==> src/rtl/rans_pkg.sv <==
// shared types and constants for the rans byte encoder
package rans_pkg;

  localparam int STATE_W        = 31;
  localparam int FREQ_W         = 13;
  localparam int START_W        = FREQ_W + 1;
  localparam int BYTE_W         = 8;
  localparam int FINAL_W        = 32;
  localparam int CFG_IDX_W      = 2;
  localparam int SCALE_BITS_DEF = 12;
  localparam int MAX_EMIT       = 2;

  localparam logic [STATE_W-1:0] LOWER_BOUND = STATE_W'(1) << 23;

  localparam logic [FREQ_W-1:0] FREQ_ZERO_RST = FREQ_W'(2048);
  localparam logic [FREQ_W-1:0] FREQ_ONE_RST  = FREQ_W'(2047);
  localparam logic [FREQ_W-1:0] FREQ_RUN_RST  = FREQ_W'(1);

  // configuration register indexes
  localparam logic [CFG_IDX_W-1:0] CFG_FREQ_ZERO = 2'd0;
  localparam logic [CFG_IDX_W-1:0] CFG_FREQ_ONE  = 2'd1;
  localparam logic [CFG_IDX_W-1:0] CFG_FREQ_RUN  = 2'd2;

  // request actions and symbols
  localparam logic ACT_ENCODE = 1'b0;
  localparam logic ACT_FINISH = 1'b1;

  localparam logic [1:0] SYM_ZERO = 2'd0;
  localparam logic [1:0] SYM_ONE  = 2'd1;
  localparam logic [1:0] SYM_RUN  = 2'd2;

  // commands from controller to datapath
  typedef struct packed {
    logic load;
    logic emit;
    logic finish;
    logic error;
    logic div_start;
    logic div_step;
    logic commit;
  } rans_cmd_t;

  // status from datapath to controller
  typedef struct packed {
    logic is_finish;
    logic f_zero;
    logic emit_go;
    logic div_done;
    logic out_free;
  } rans_stat_t;

endpackage

==> src/rtl/rans_ctrl.sv <==
// controller state machine for the rans byte encoder
module rans_ctrl (
  input  logic                 clk,
  input  logic                 rst_n,
  input  logic                 in_valid,
  output logic                 in_ready,
  input  rans_pkg::rans_stat_t stat,
  output rans_pkg::rans_cmd_t  cmd
);

  typedef enum logic [1:0] {
    S_IDLE,
    S_CHECK,
    S_DIV,
    S_COMMIT
  } state_t;

  state_t state_r;
  state_t state_nxt;

  assign in_ready = (state_r == S_IDLE);

  // next state and command decode
  always_comb begin
    state_nxt = state_r;
    cmd       = '0;
    case (state_r)
      S_IDLE: begin
        if (in_valid) begin
          cmd.load  = 1'b1;
          state_nxt = S_CHECK;
        end
      end
      S_CHECK: begin
        if (stat.is_finish) begin
          if (stat.out_free) begin
            cmd.finish = 1'b1;
            state_nxt  = S_IDLE;
          end
        end else if (stat.f_zero) begin
          if (stat.out_free) begin
            cmd.error = 1'b1;
            state_nxt = S_IDLE;
          end
        end else if (stat.emit_go) begin
          if (stat.out_free) begin
            cmd.emit = 1'b1;
          end
        end else begin
          cmd.div_start = 1'b1;
          state_nxt     = S_DIV;
        end
      end
      S_DIV: begin
        cmd.div_step = 1'b1;
        if (stat.div_done) begin
          state_nxt = S_COMMIT;
        end
      end
      S_COMMIT: begin
        cmd.commit = 1'b1;
        state_nxt  = S_IDLE;
      end
      default: begin
        state_nxt = S_IDLE;
      end
    endcase
  end

  // state register
  always_ff @(posedge clk) begin
    if (!rst_n) begin
      state_r <= S_IDLE;
    end else begin
      state_r <= state_nxt;
    end
  end

endmodule

==> src/rtl/rans_dp.sv <==
// datapath: frequency registers, coder state, renormalization, divider, result register
module rans_dp #(
  parameter int SCALE_BITS = rans_pkg::SCALE_BITS_DEF
) (
  input  logic                               clk,
  input  logic                               rst_n,
  input  logic                               in_action,
  input  logic [1:0]                         in_symbol,
  input  logic                               cfg_valid,
  input  logic [rans_pkg::CFG_IDX_W-1:0]     cfg_index,
  input  logic [rans_pkg::FREQ_W-1:0]        cfg_data,
  input  rans_pkg::rans_cmd_t                cmd,
  output rans_pkg::rans_stat_t               stat,
  output logic                               out_valid,
  input  logic                               out_ready,
  output logic [rans_pkg::BYTE_W-1:0]        out_byte,
  output logic [rans_pkg::FINAL_W-1:0]       out_final_state,
  output logic                               out_is_final,
  output logic                               out_coding_error,
  output logic                               out_last
);

  localparam int SW     = rans_pkg::STATE_W;
  localparam int FW     = rans_pkg::FREQ_W;
  localparam int SHIFT  = SW - SCALE_BITS;
  localparam int CNT_W  = $clog2(SW);
  localparam logic [CNT_W-1:0] LAST_STEP = CNT_W'(SW - 1);

  logic [FW-1:0]                  freq_zero_r;
  logic [FW-1:0]                  freq_one_r;
  logic [FW-1:0]                  freq_run_r;
  logic [SW-1:0]                  state_r;
  logic                           act_r;
  logic [FW-1:0]                  f_r;
  logic [rans_pkg::START_W-1:0]   start_r;
  logic [SW-1:0]                  x_r;
  logic [FW-1:0]                  rem_r;
  logic [CNT_W-1:0]               cnt_r;
  logic [1:0]                     emit_cnt_r;

  logic                           out_valid_r;
  logic [rans_pkg::BYTE_W-1:0]    byte_r;
  logic [rans_pkg::FINAL_W-1:0]   final_r;
  logic                           is_final_r;
  logic                           err_r;
  logic                           last_r;

  logic [FW-1:0]                  f_sel;
  logic [rans_pkg::START_W-1:0]   start_sel;
  logic                           ge0;
  logic                           ge1;
  logic                           emit_last;
  logic [FW:0]                    rem_sh;
  logic                           q_bit;
  logic [FW-1:0]                  rem_nxt;
  logic [SW-1:0]                  state_nxt;

  // symbol lookup of frequency and start
  always_comb begin
    case (in_symbol)
      rans_pkg::SYM_ZERO: begin
        f_sel     = freq_zero_r;
        start_sel = '0;
      end
      rans_pkg::SYM_ONE: begin
        f_sel     = freq_one_r;
        start_sel = rans_pkg::START_W'(freq_zero_r);
      end
      rans_pkg::SYM_RUN: begin
        f_sel     = freq_run_r;
        start_sel = rans_pkg::START_W'(freq_zero_r) + rans_pkg::START_W'(freq_one_r);
      end
      default: begin
        f_sel     = '0;
        start_sel = '0;
      end
    endcase
  end

  // renormalization tests: x >= f << SHIFT, now and after one byte out
  assign ge0       = (x_r >> SHIFT) >= SW'(f_r);
  assign ge1       = (x_r >> (SHIFT + 8)) >= SW'(f_r);
  assign emit_last = (emit_cnt_r == 2'(rans_pkg::MAX_EMIT - 1)) || !ge1;

  // one restoring division step
  assign rem_sh  = {rem_r, x_r[SW-1]};
  assign q_bit   = rem_sh >= {1'b0, f_r};
  assign rem_nxt = q_bit ? FW'(rem_sh - {1'b0, f_r}) : FW'(rem_sh);

  // coding step after division: x_r holds quotient
  assign state_nxt = (x_r << SCALE_BITS) + SW'(rem_r) + SW'(start_r);

  assign stat.is_finish = (act_r == rans_pkg::ACT_FINISH);
  assign stat.f_zero    = (f_r == '0);
  assign stat.emit_go   = ge0 && (emit_cnt_r != 2'(rans_pkg::MAX_EMIT));
  assign stat.div_done  = (cnt_r == LAST_STEP);
  assign stat.out_free  = !out_valid_r || out_ready;

  // configuration registers
  always_ff @(posedge clk) begin
    if (!rst_n) begin
      freq_zero_r <= rans_pkg::FREQ_ZERO_RST;
      freq_one_r  <= rans_pkg::FREQ_ONE_RST;
      freq_run_r  <= rans_pkg::FREQ_RUN_RST;
    end else if (cfg_valid) begin
      case (cfg_index)
        rans_pkg::CFG_FREQ_ZERO: freq_zero_r <= cfg_data;
        rans_pkg::CFG_FREQ_ONE:  freq_one_r  <= cfg_data;
        rans_pkg::CFG_FREQ_RUN:  freq_run_r  <= cfg_data;
        default: begin
        end
      endcase
    end
  end

  // coder state
  always_ff @(posedge clk) begin
    if (!rst_n) begin
      state_r <= rans_pkg::LOWER_BOUND;
    end else if (cmd.finish) begin
      state_r <= rans_pkg::LOWER_BOUND;
    end else if (cmd.commit) begin
      state_r <= state_nxt;
    end
  end

  // working registers for the current request
  always_ff @(posedge clk) begin
    if (!rst_n) begin
      emit_cnt_r <= '0;
      cnt_r      <= '0;
    end else begin
      if (cmd.load) begin
        emit_cnt_r <= '0;
      end else if (cmd.emit) begin
        emit_cnt_r <= emit_cnt_r + 2'd1;
      end
      if (cmd.div_start) begin
        cnt_r <= '0;
      end else if (cmd.div_step) begin
        cnt_r <= cnt_r + CNT_W'(1);
      end
    end
  end

  always_ff @(posedge clk) begin
    if (cmd.load) begin
      act_r   <= in_action;
      f_r     <= f_sel;
      start_r <= start_sel;
      x_r     <= state_r;
    end else if (cmd.emit) begin
      x_r <= x_r >> 8;
    end else if (cmd.div_step) begin
      x_r <= {x_r[SW-2:0], q_bit};
    end
    if (cmd.div_start) begin
      rem_r <= '0;
    end else if (cmd.div_step) begin
      rem_r <= rem_nxt;
    end
  end

  // result register
  always_ff @(posedge clk) begin
    if (!rst_n) begin
      out_valid_r <= 1'b0;
    end else if (cmd.emit || cmd.finish || cmd.error) begin
      out_valid_r <= 1'b1;
    end else if (out_ready) begin
      out_valid_r <= 1'b0;
    end
  end

  always_ff @(posedge clk) begin
    if (cmd.emit || cmd.finish || cmd.error) begin
      byte_r     <= cmd.emit ? x_r[rans_pkg::BYTE_W-1:0] : '0;
      final_r    <= cmd.finish ? {1'b0, state_r} : '0;
      is_final_r <= cmd.finish;
      err_r      <= cmd.error;
      last_r     <= cmd.emit ? emit_last : 1'b1;
    end
  end

  assign out_valid        = out_valid_r;
  assign out_byte         = byte_r;
  assign out_final_state  = final_r;
  assign out_is_final     = is_final_r;
  assign out_coding_error = err_r;
  assign out_last         = last_r;

endmodule

==> src/rtl/rans_byte_encoder.sv <==
// top level of the byte-wise rans encoder
// encode request: capture, check, 0 to 2 low bytes flushed as the output frees,
//   a bit-serial restoring division of the 31-bit state, then a commit state
// finish or zero-frequency request: result set from the check state once the output is free
// one request in flight at a time; a waiting result does not block taking the next request
// synchronous active-low reset: coder state 2^23, frequencies 2048, 2047 and 1
module rans_byte_encoder #(
  parameter int SCALE_BITS = rans_pkg::SCALE_BITS_DEF
) (
  input  logic                           clk,
  input  logic                           rst_n,
  input  logic                           in_valid,
  output logic                           in_ready,
  input  logic                           in_action,
  input  logic [1:0]                     in_symbol,
  output logic                           out_valid,
  input  logic                           out_ready,
  output logic [rans_pkg::BYTE_W-1:0]    out_byte,
  output logic [rans_pkg::FINAL_W-1:0]   out_final_state,
  output logic                           out_is_final,
  output logic                           out_coding_error,
  output logic                           out_last,
  input  logic                           cfg_valid,
  output logic                           cfg_ready,
  input  logic [rans_pkg::CFG_IDX_W-1:0] cfg_index,
  input  logic [rans_pkg::FREQ_W-1:0]    cfg_data
);

  rans_pkg::rans_cmd_t  cmd;
  rans_pkg::rans_stat_t stat;

  // register writes are always taken
  assign cfg_ready = 1'b1;

  // sequencer
  rans_ctrl u_ctrl (
    .clk      (clk),
    .rst_n    (rst_n),
    .in_valid (in_valid),
    .in_ready (in_ready),
    .stat     (stat),
    .cmd      (cmd)
  );

  // arithmetic and storage
  rans_dp #(
    .SCALE_BITS (SCALE_BITS)
  ) u_dp (
    .clk              (clk),
    .rst_n            (rst_n),
    .in_action        (in_action),
    .in_symbol        (in_symbol),
    .cfg_valid        (cfg_valid),
    .cfg_index        (cfg_index),
    .cfg_data         (cfg_data),
    .cmd              (cmd),
    .stat             (stat),
    .out_valid        (out_valid),
    .out_ready        (out_ready),
    .out_byte         (out_byte),
    .out_final_state  (out_final_state),
    .out_is_final     (out_is_final),
    .out_coding_error (out_coding_error),
    .out_last         (out_last)
  );

endmodule

==> config.mk <==
export PLATFORM = sky130hd
export DESIGN_NAME = rans_byte_encoder
export DESIGN_NICKNAME = d
export VERILOG_FILES = /design/src/rtl/rans_pkg.sv /design/src/rtl/rans_ctrl.sv /design/src/rtl/rans_dp.sv /design/src/rtl/rans_byte_encoder.sv
export SDC_FILE = /design/constraint.sdc
export NUM_CORES = 1
export LEC_CHECK = 0
export BUFFER_PORTS_ARGS = -buffer_cell sky130_fd_sc_hd__buf_2
export CAP_MARGIN = 20
export CORE_ASPECT_RATIO = 0.6
export CORE_MARGIN = 2
export CORE_UTILIZATION = 40
export DETAILED_ROUTE_END_ITERATION = 6
export HOLD_SLACK_MARGIN = 0.05
export PLACE_DENSITY = 0.52
export SLEW_MARGIN = 10
export SYNTH_ARGS = -nofsm -noshare
export SYNTH_HDL_FRONTEND = slang
export SYNTH_SLANG_ARGS = --single-unit
==> constraint.sdc <==
create_clock -name clk -period 7.49 [get_ports clk]
set_clock_uncertainty 0.15 [all_clocks]
set_input_delay 0.3745 -clock clk [delete_from_list [all_inputs] [get_ports clk]]
set_output_delay 0.3745 -clock clk [all_outputs]
set_load 0.005 [all_outputs]
==> summary.txt, run 1 <==
Post-Synthesis Cells: 1135
Pre-antenna DRT Iters: 5
worst path required time: 7450 ps
Worst Path Max Fanout: 44
Critical Path Source Type: flop
DR WL/cell: 20.9 µm
H-tree depth reported by CTS: 4
Seq pwr share: 40.5%
achievable frequency: 269 MHz
Post-synth EDFFs: 101
Post CTS Setup Buffer Count: 0
Main synth FF type: edfxtp_1
design area: 12200 µm²
most frequent cells in the layout: nand2_1, edfxtp_1, dfxtp_1
final setup fails: 0
P_int: 2.23 mW
Max Cap Viol: 0
Slowest Stage Delay on Critical Path: 940 ps
Remaining Overflow, GRT: 0
actual transition at the worst max-transition pin: 1060 ps
Avg Vias per Cell: 5.66
CTS tree: done
Syn Area/Cell: 9.57 µm²
critical path type: flop to flop
Async S/R FF share, synth: 0%
DP HPWL: 23.9 mm
portion of total power attributed to the clock network: 25.9%
# resized after CTS: 0
CP max stage cell: and3_2
number of I/O port buffers: 66
Final ANT Viol Nets: 0
share of synthesized area occupied by flip-flops and latches: 45.1%
vias post-DR: 8829
setup total negative slack: 0 ps
Final Critical Period: 3720 ps
Syn Std Cell Area: 10900 µm²
DR iter-0 viols: 932
vias in the first global route: 8065
fin cells: 1560
share of post-route cells with drive strength above 1: 10.3%
largest net degree at the start of global routing: 83
Slew HR: 29.4%
sw frac: 37.6%
Sw Pwr: 1.34 mW
Die Area: 28500 µm²
Worst-path clk slew: 80 ps
#FFs+latches synth: 194
Crit path arrival time: 3680 ps
DP Area: 11500 µm²
Worst setup EP type: flop
initial antenna violation count: 2
Placed Instances: 1513
Core ar.: 26500 µm²
area delta synth->final: 12.1%
pre-CTS setup slack: 3840 ps
crit-path leading delay family: simple AND/OR/NAND/NOR gates
Peak VDD IR: 0.179 mV
Hold Path Class: primary input to flop
Rows: 46
Leak: 4.81 nW
outcome: completed
P per Cell Area: 294 nW/µm²
I/O pins: 69
first-pass GRT wire length: 49.9 mm
count of different cell masters after synthesis: 71
most common cell after layout, fill and taps aside: nand2_1
final net count: 1290
Die Y: 132 µm
clk root buf: clkbuf_16
Clock Latency Late Sink: 470 ps
clock sink count: 194
max-slew violation count: 0
combinational share of power: 33.6%
Die Wd: 217 µm
Initial Utilization: 40.9%
final hold vios: 0
Total GRT Usage: 23.2%
post-route DRC violation count: 0
Ys Warns: 0
RSZ-0062 raised after global routing: no
GP Congestion: 0.906
crit path cell chain: ha_1 > nand4_1 > o21ai_0 > nor3b_2 > a221oi_2 > and3_2 > or3_1 > buf_4
final worst slack: 3770 ps
filler instances: 2555
worst path bufs/invs: 1
final period utilization: 49.7%
final core occ: 45.9%
CTS buffer count: 17
cts hold-fix bufs: 14
Longest Clk Path Bufs: 2
WL final: 32.5 mm
Synthesized Nets: 1239
## cell type report
| cell class | instances | area [µm²] | share of cell area, % |
|---|---|---|---|
| Tap cell | 360 | 450 | 3.70 |
| Clock buffer | 19 | 443 | 3.64 |
| Clock inverter | 13 | 133 | 1.09 |
| Multi-Input combinational cell | 848 | 5560 | 45.7 |
| Timing Repair Buffer | 93 | 568 | 4.67 |
| Antenna cell | 1 | 2.50 | 0.0206 |
| Inverter | 32 | 120 | 0.987 |
| Sequential cell | 194 | 4890 | 40.2 |
## routing by layer
| layer | vias up | track usage [%] | part of all wire [%] |
|---|---|---|---|
| li1 | 4247 | - | - |
| met1 | 4281 | 38.6 | 54 |
| met2 | 281 | 28.6 | 37 |
| met3 | 20 | 6.11 | 8.0 |
| met4 | 0 | 4.83 | 0.88 |
| met5 | - | 0 | 0 |
## flip-flops by register name (all words and copies together) (netlist names), named ones only
signal                 cells
u_dp.out_valid             1
u_dp.freq_zero_r          13
u_dp.out_last              1
u_dp.f_r                  13
u_dp.out_coding_error      1
u_dp.cnt_r                 5
u_dp.out_final_state      31
u_ctrl.state_r             1
u_dp.emit_cnt_r            2
u_dp.x_r                  31
u_dp.start_r              14
u_dp.freq_run_r           13
u_dp.act_r                 1
u_dp.rem_r                13
u_dp.state_r              31
u_dp.out_is_final          1
u_dp.freq_one_r           13
u_dp.out_byte              8
## worst reg2reg max path, cell delays in order, from the launching register on
cell      delay [ps]
edfxtp_1         440
ha_1             330
nand4_1          140
o21ai_0          310
nor3b_2           90
a221oi_2         320
and3_2           940
or3_1            250
buf_4            380
## Yosys cell counts, drive strengths merged (11+ instances only)
| master | number | share of area, % |
|---|---|---|
| and3 | 44 | 2.5 |
| clkbuf | 44 | 1.5 |
| nand2b | 12 | 0.69 |
| nand3 | 36 | 1.7 |
| nor2 | 70 | 2.4 |
| o21ai | 67 | 3.1 |
| nand4 | 14 | 0.81 |
| a222oi | 13 | 1.2 |
| nand2 | 184 | 6.4 |
| buf | 17 | 1.2 |
| ha | 77 | 8.9 |
| xnor2 | 17 | 1.4 |
| a21oi | 48 | 2.2 |
| dfxtp | 93 | 17 |
| mux2i | 36 | 3.3 |
| a211oi | 16 | 1.1 |
| edfxtp | 101 | 28 |
| nor3 | 14 | 0.65 |
| and2 | 11 | 0.63 |
| a21o | 14 | 0.97 |
| nor4 | 15 | 0.86 |
| nor2b | 13 | 0.75 |
| inv | 31 | 1.1 |
| xor2 | 20 | 1.6 |
| a21boi | 27 | 1.9 |
## through the flow
stage,power [mW],hold WS (ps)
floorplan,2.25,289
global placement,2.64,307
detailed placement,2.63,315
CTS,3.58,193
global route,3.78,217
finish,3.57,215
## logic make-up after synthesis
kind of cell             after synthesis  synth area share, %
AO/OA/AOI/OAI                        252                 15.7
XOR/XNOR                              37                 2.98
adder cells (fa/ha/maj)               81                 9.61
buffers and inverters                 93                 3.84
flip-flops                           194                 45.1
multiplexers                          36                 3.32
other                                  2               0.0692
AND/OR/NAND/NOR                      440                 19.4
## power groups by stage
stage | sequential [mW] | clock, mW | combinational [mW]
CTS | 1.44 | 0.947 | 1.19
global placement | 1.46 | 0 | 1.17
finish | 1.45 | 0.927 | 1.20
detailed placement | 1.46 | 0 | 1.17
floorplan | 1.36 | 0 | 0.890
global route | 1.46 | 0.986 | 1.34
## worst paths after layout
check                            from                  end  slack [ps]  cells after the start
setup / recovery         u_dp.x_r[25]         u_dp.x_r[30]        3770                      8
hold / removal              out_ready       u_dp.out_valid         210                      3
setup reg to reg         u_dp.x_r[25]         u_dp.x_r[30]        3770                      8
hold reg to reg   u_dp.freq_run_r[10]  u_dp.freq_run_r[10]         320                      2
Power figures use the tool's default switching activity.
==> inputs of run 2 (changes only) <==
==> constraint.sdc (replaced) <==
create_clock -name clk -period 3.5 [get_ports clk]
set_clock_uncertainty 0.15 [all_clocks]
set_input_delay 0.175 -clock clk [delete_from_list [all_inputs] [get_ports clk]]
set_output_delay 0.175 -clock clk [all_outputs]
set_load 0.005 [all_outputs]
==> summary.txt, run 2 (synthesized netlist as in run 1, its figures left out) <==
Worst-path clk slew: 70 ps (about the same)
Slowest Stage Delay on Critical Path: 510 ps (-430 ps)
Die Y: 132 µm (unchanged)
worst path required time: 3550 ps (-3900 ps)
max-slew violation count: 0 (unchanged)
clock sink count: 194 (unchanged)
Initial Utilization: 40.9% (unchanged)
Worst setup EP type: flop
P per Cell Area: 616 nW/µm² (+110%)
Slew HR: 26.1% (-3.4 points)
DP HPWL: 23.6 mm (-1.1%)
Total GRT Usage: 22.7% (-0.53 points)
design area: 12300 µm² (+0.77%)
Final Critical Period: 3190 ps (-530 ps)
failing checks: design-rule violations
GR Util met3: 5.00% (-1.1 points)
fin cells: 1566 (+0.38%)
most frequent cells in the layout: nand2_1, edfxtp_1, dfxtp_1
Leak: 4.85 nW (+0.75%)
DR iter-0 viols: 968 (+3.9%)
Longest Clk Path Bufs: 2 (unchanged)
number of I/O port buffers: 66 (unchanged)
share of post-route cells with drive strength above 1: 10.8% (+0.52 points)
Antenna Diode Count: 0 (-1)
Max Cap Viol: 0 (unchanged)
H-tree depth reported by CTS: 4 (unchanged)
Hold Path Class: primary input to flop
final net count: 1297 (+0.54%)
grt met2 use: 26.7% (-1.9 points)
Final ANT Viol Nets: 0 (unchanged)
vias post-DR: 8777 (-0.59%)
final period utilization: 91.1% (+41 points)
Crit path arrival time: 3240 ps (-440 ps)
Final Hold Slack: 120 ps (-94.7 ps)
Die Area: 28500 µm² (unchanged)
worst path bufs/invs: 1 (unchanged)
final setup fails: 0 (unchanged)
Avg Vias per Cell: 5.60 (-0.97%)
WL final: 31.7 mm (-2.7%)
CTS buffer count: 17 (unchanged)
CTS tree: done
largest net degree at the start of global routing: 82 (-1.2%)
most common cell after layout, fill and taps aside: nand2_1
met1 Resource Use GR: 39.0% (+0.43 points)
Rows: 46 (unchanged)
actual transition at the worst max-transition pin: 1110 ps (+50.4 ps)
Critical Path Source Type: flop
first-pass GRT wire length: 48.9 mm (-2.0%)
final hold vios: 0 (unchanged)
Pre-antenna DRT Iters: 7 (+2)
Worst Path Max Fanout: 23 (-48%)
# resized after CTS: 0 (unchanged)
achievable frequency: 314 MHz (+17%)
total power: 7.55 mW (+110%)
initial antenna violation count: 0 (-2)
Peak VDD IR: 0.312 mV (+74%)
Remaining Overflow, GRT: 0 (unchanged)
pre-CTS setup slack: 355 ps (-3490 ps)
DR WL/cell: 20.2 µm (-3.1%)
final worst slack: 310 ps (-3460 ps)
critical path type: flop to flop
Placed Instances: 1518 (+0.33%)
crit-path leading delay family: simple AND/OR/NAND/NOR gates
CP max stage cell: edfxtp_1
crit path cell chain: ha_1 > nand2b_1 > a2bb2oi_1 > nor3b_2 > a221oi_2 > and3_2 > buf_12 > mux2i_1 > o21ai_1
RSZ-0062 raised after global routing: no
clk root buf: clkbuf_16
Die Wd: 217 µm (unchanged)
I/O pins: 69 (unchanged)
final core occ: 46.2% (+0.35 points)
Core ar.: 26500 µm² (unchanged)
vias in the first global route: 7824 (-3.0%)
outcome: complete, but fails checks
GP Congestion: 0.874 (-3.5%)
DP Area: 11500 µm² (+0.82%)
setup total negative slack: 0 ps (unchanged)
Clock Latency Late Sink: 460 ps (about the same)
post-route DRC violation count: 2 (+2)
busiest grt layer: met1
area delta synth->final: 12.9%
[run 2: changes by cell type in the layout (fill, tap and decap cells not counted), sizes merged]
cell,before,now
dlygate4sd3,14,16
inv,35,37
clkbuf,19,18
buf,79,84
clkinv,5,4
bufinv,2,1
diode,1,0
clkinvlp,3,4
[run 2: area by class of cell]
class	count	area (µm²)
sequential	194	4890
clock buffer	18	429
clock inverter	14	129
tap	360	450
fill	2558	14300
timing repair buffer	100	676
inverter	32	120
multi-input combinational	848	5560
[run 2: tightest hold or removal path, cell delays in order]
cell      delay (ps)
buf_2            120
nor3b_1           50
buf_4            190
nand2_1           80
a21boi_0          60
[run 2: per-layer routing]
layer,vias to the layer above,wire length [µm]
li1,4259,-
met1,4206,17800
met2,291,11000
met3,21,2560
met4,0,307
met5,-,0
[run 2: final timing paths]
| path | endpoint | cells past startpoint | start | slack [ps] |
|---|---|---|---|---|
| worst max register to register | u_dp.x_r[13] | 9 | u_dp.x_r[30] | 310 |
| worst min-delay path | u_dp.freq_zero_r[0] | 5 | cfg_index[1] | 120 |
| worst min register to register | u_dp.freq_run_r[10] | 2 | u_dp.freq_run_r[10] | 320 |
| worst max-delay path | u_dp.x_r[13] | 9 | u_dp.x_r[30] | 310 |
[run 2: where the power goes]
part	internal [mW]	switching, mW
clock network	0.989	0.938
logic	1.03	1.54
registers	2.69	0.359
[run 2: timing repair]
item | in CTS | in global routing
endpoints found under the hold margin | 42 | 0
hold buffers | 16 | 0
buffers inserted | 0 | 0
==> inputs of run 3 (changes only) <==
--- a/config.mk
+++ b/config.mk
@@ -9,10 +9,10 @@
 export CAP_MARGIN = 20
 export CORE_ASPECT_RATIO = 0.6
 export CORE_MARGIN = 2
-export CORE_UTILIZATION = 40
+export CORE_UTILIZATION = 56
 export DETAILED_ROUTE_END_ITERATION = 6
 export HOLD_SLACK_MARGIN = 0.05
-export PLACE_DENSITY = 0.52
+export PLACE_DENSITY = 0.7
 export SLEW_MARGIN = 10
 export SYNTH_ARGS = -nofsm -noshare
 export SYNTH_HDL_FRONTEND = slang
==> summary.txt, run 3 (synthesized netlist as in run 1, its figures left out) <==
clock sink count: 194 (unchanged)
DR iter-0 viols: 1372 (+42%)
I/O pins: 69 (unchanged)
met1 WL: 15.3 mm (-14%)
DP HPWL: 22.1 mm (-6.4%)
WL final: 30.1 mm (-5.0%)
Avg Vias per Cell: 6.26 (+12%)
final core occ: 63.7% (+17 points)
Final ANT Viol Nets: 0 (unchanged)
final period utilization: 89.8% (-1.3 points)
final net count: 1297 (unchanged)
Max Cap Viol: 0 (unchanged)
Core ar.: 19000 µm² (-28%)
largest net degree at the start of global routing: 56 (-32%)
DR top layer: met4
Antenna Diode Count: 0 (unchanged)
most common cell after layout, fill and taps aside: nand2_1
CTS buffer count: 17 (unchanged)
Longest Clk Path Bufs: 2 (unchanged)
Pre-antenna DRT Iters: 7 (unchanged)
filler instances: 1577 (-38%)
GP Congestion: 0.948 (+8.5%)
Slew HR: 28.6% (+2.5 points)
Die Wd: 184 µm (-15%)
achievable frequency: 318 MHz (+1.4%)
first-pass GRT wire length: 47.1 mm (-3.8%)
P per Cell Area: 628 nW/µm² (+2.0%)
H-tree depth reported by CTS: 4 (unchanged)
# resized after CTS: 0 (unchanged)
max-slew violation count: 0 (unchanged)
initial antenna violation count: 0 (unchanged)
RSZ-0062 raised after global routing: no
met3 routed WL: 3.52 mm (+38%)
Hold Path Class: primary input to flop
fin cells: 1452 (-7.3%)
vias post-DR: 9084 (+3.5%)
Die Area: 20600 µm² (-28%)
Crit path arrival time: 3330 ps (+90 ps)
Die Y: 112 µm (-15%)
met2 wire length: 10.9 mm (-1.1%)
Clock Latency Late Sink: 450 ps (about the same)
outcome: complete, but fails checks
clk root buf: clkbuf_16
Critical Path Source Type: flop
actual transition at the worst max-transition pin: 1070 ps (-37.5 ps)
Placed Instances: 1404 (-7.5%)
post-route DRC violation count: 18 (+16)
vias in the first global route: 8090 (+3.4%)
share of post-route cells with drive strength above 1: 10.4% (-0.41 points)
worst path required time: 3690 ps (+140 ps)
setup total negative slack: 0 ps (unchanged)
Initial Utilization: 57.1% (+16 points)
Worst Path Max Fanout: 9 (-61%)
failing checks: design-rule violations
final setup fails: 0 (unchanged)
DR WL/cell: 20.7 µm (+2.5%)
critical path type: flop to flop
Worst setup EP type: flop
Leak: 4.85 nW (about the same)
number of I/O port buffers: 66 (unchanged)
Peak VDD IR: 0.426 mV (+37%)
Rows: 39 (-15%)
area delta synth->final: 11.6%
Final Critical Period: 3140 ps (-45.5 ps)
most frequent cells in the layout: nand2_1, edfxtp_1, dfxtp_1
final hold vios: 0 (unchanged)
CTS tree: done
Remaining Overflow, GRT: 0 (unchanged)
Worst-path clk slew: 70 ps (about the same)
Total GRT Usage: 30.2% (+7.5 points)
-- run 3: final timing paths --
| kind | slack [ps] | startpoint | to | cells after the start |
|---|---|---|---|---|
| worst max register to register | 360 | u_dp.rem_r[1] | u_dp.state_r[15] | 10 |
| worst max-delay path | 360 | u_dp.rem_r[1] | u_dp.state_r[15] | 10 |
| worst min register to register | 320 | u_dp.freq_run_r[11] | u_dp.freq_run_r[11] | 2 |
| worst min-delay path | 50 | in_valid | u_ctrl.state_r[0] | 4 |
-- run 3: metrics by stage --
| stage | power (mW) | cell area, µm² | worst slack [ps] | hold WS (ps) |
|---|---|---|---|---|
| floorplan | 4.81 | 10900 | 222 | 124 |
| global placement | 5.53 | 11400 | 425 | 213 |
| CTS | 7.53 | 12100 | 367 | 56.4 |
| detailed placement | 5.54 | 11400 | 373 | 213 |
| finish | 7.61 | 12100 | 356 | 54.8 |
| global route | 8.01 | 12100 | 197 | 58.9 |
-- run 3: area by class of cell --
class / instances / area (µm²) / area share [%]
Inverter: 32 / 120 / 0.992
Timing Repair Buffer: 100 / 651 / 5.37
Clock buffer: 22 / 444 / 3.67
Sequential cell: 194 / 4890 / 40.4
Tap cell: 246 / 308 / 2.54
Clock inverter: 10 / 135 / 1.12
Multi-Input combinational cell: 848 / 5560 / 45.9
-- run 3: what timing repair did --
item | CTS | global route
hold buffers | 16 | 0
hold endpoints to repair | 41 | 0
setup buffers | 0 | 0
-- run 3: worst max-delay path, cell delays in order, from the launching register on --
cell	delay, ps
dfxtp_1	410
ha_1	260
ha_1	250
fa_1	410
a21o_1	210
nand4_1	100
nand3_1	90
a221oi_2	350
o21ai_2	260
nor4b_1	210
a311o_1	330
-- run 3: layer usage --
metal	global-route usage [%]	vias up
li1	-	4253
met1	52.4	4291
met2	35.9	513
met3	6.31	27
met4	8.16	0
met5	0	-
-- run 3: power by group --
part           switching, mW  leakage, nW  internal, mW
Sequential             0.345         1.74          2.69
Combinational           1.56         2.83          1.02
Clock                  0.869        0.272          1.12
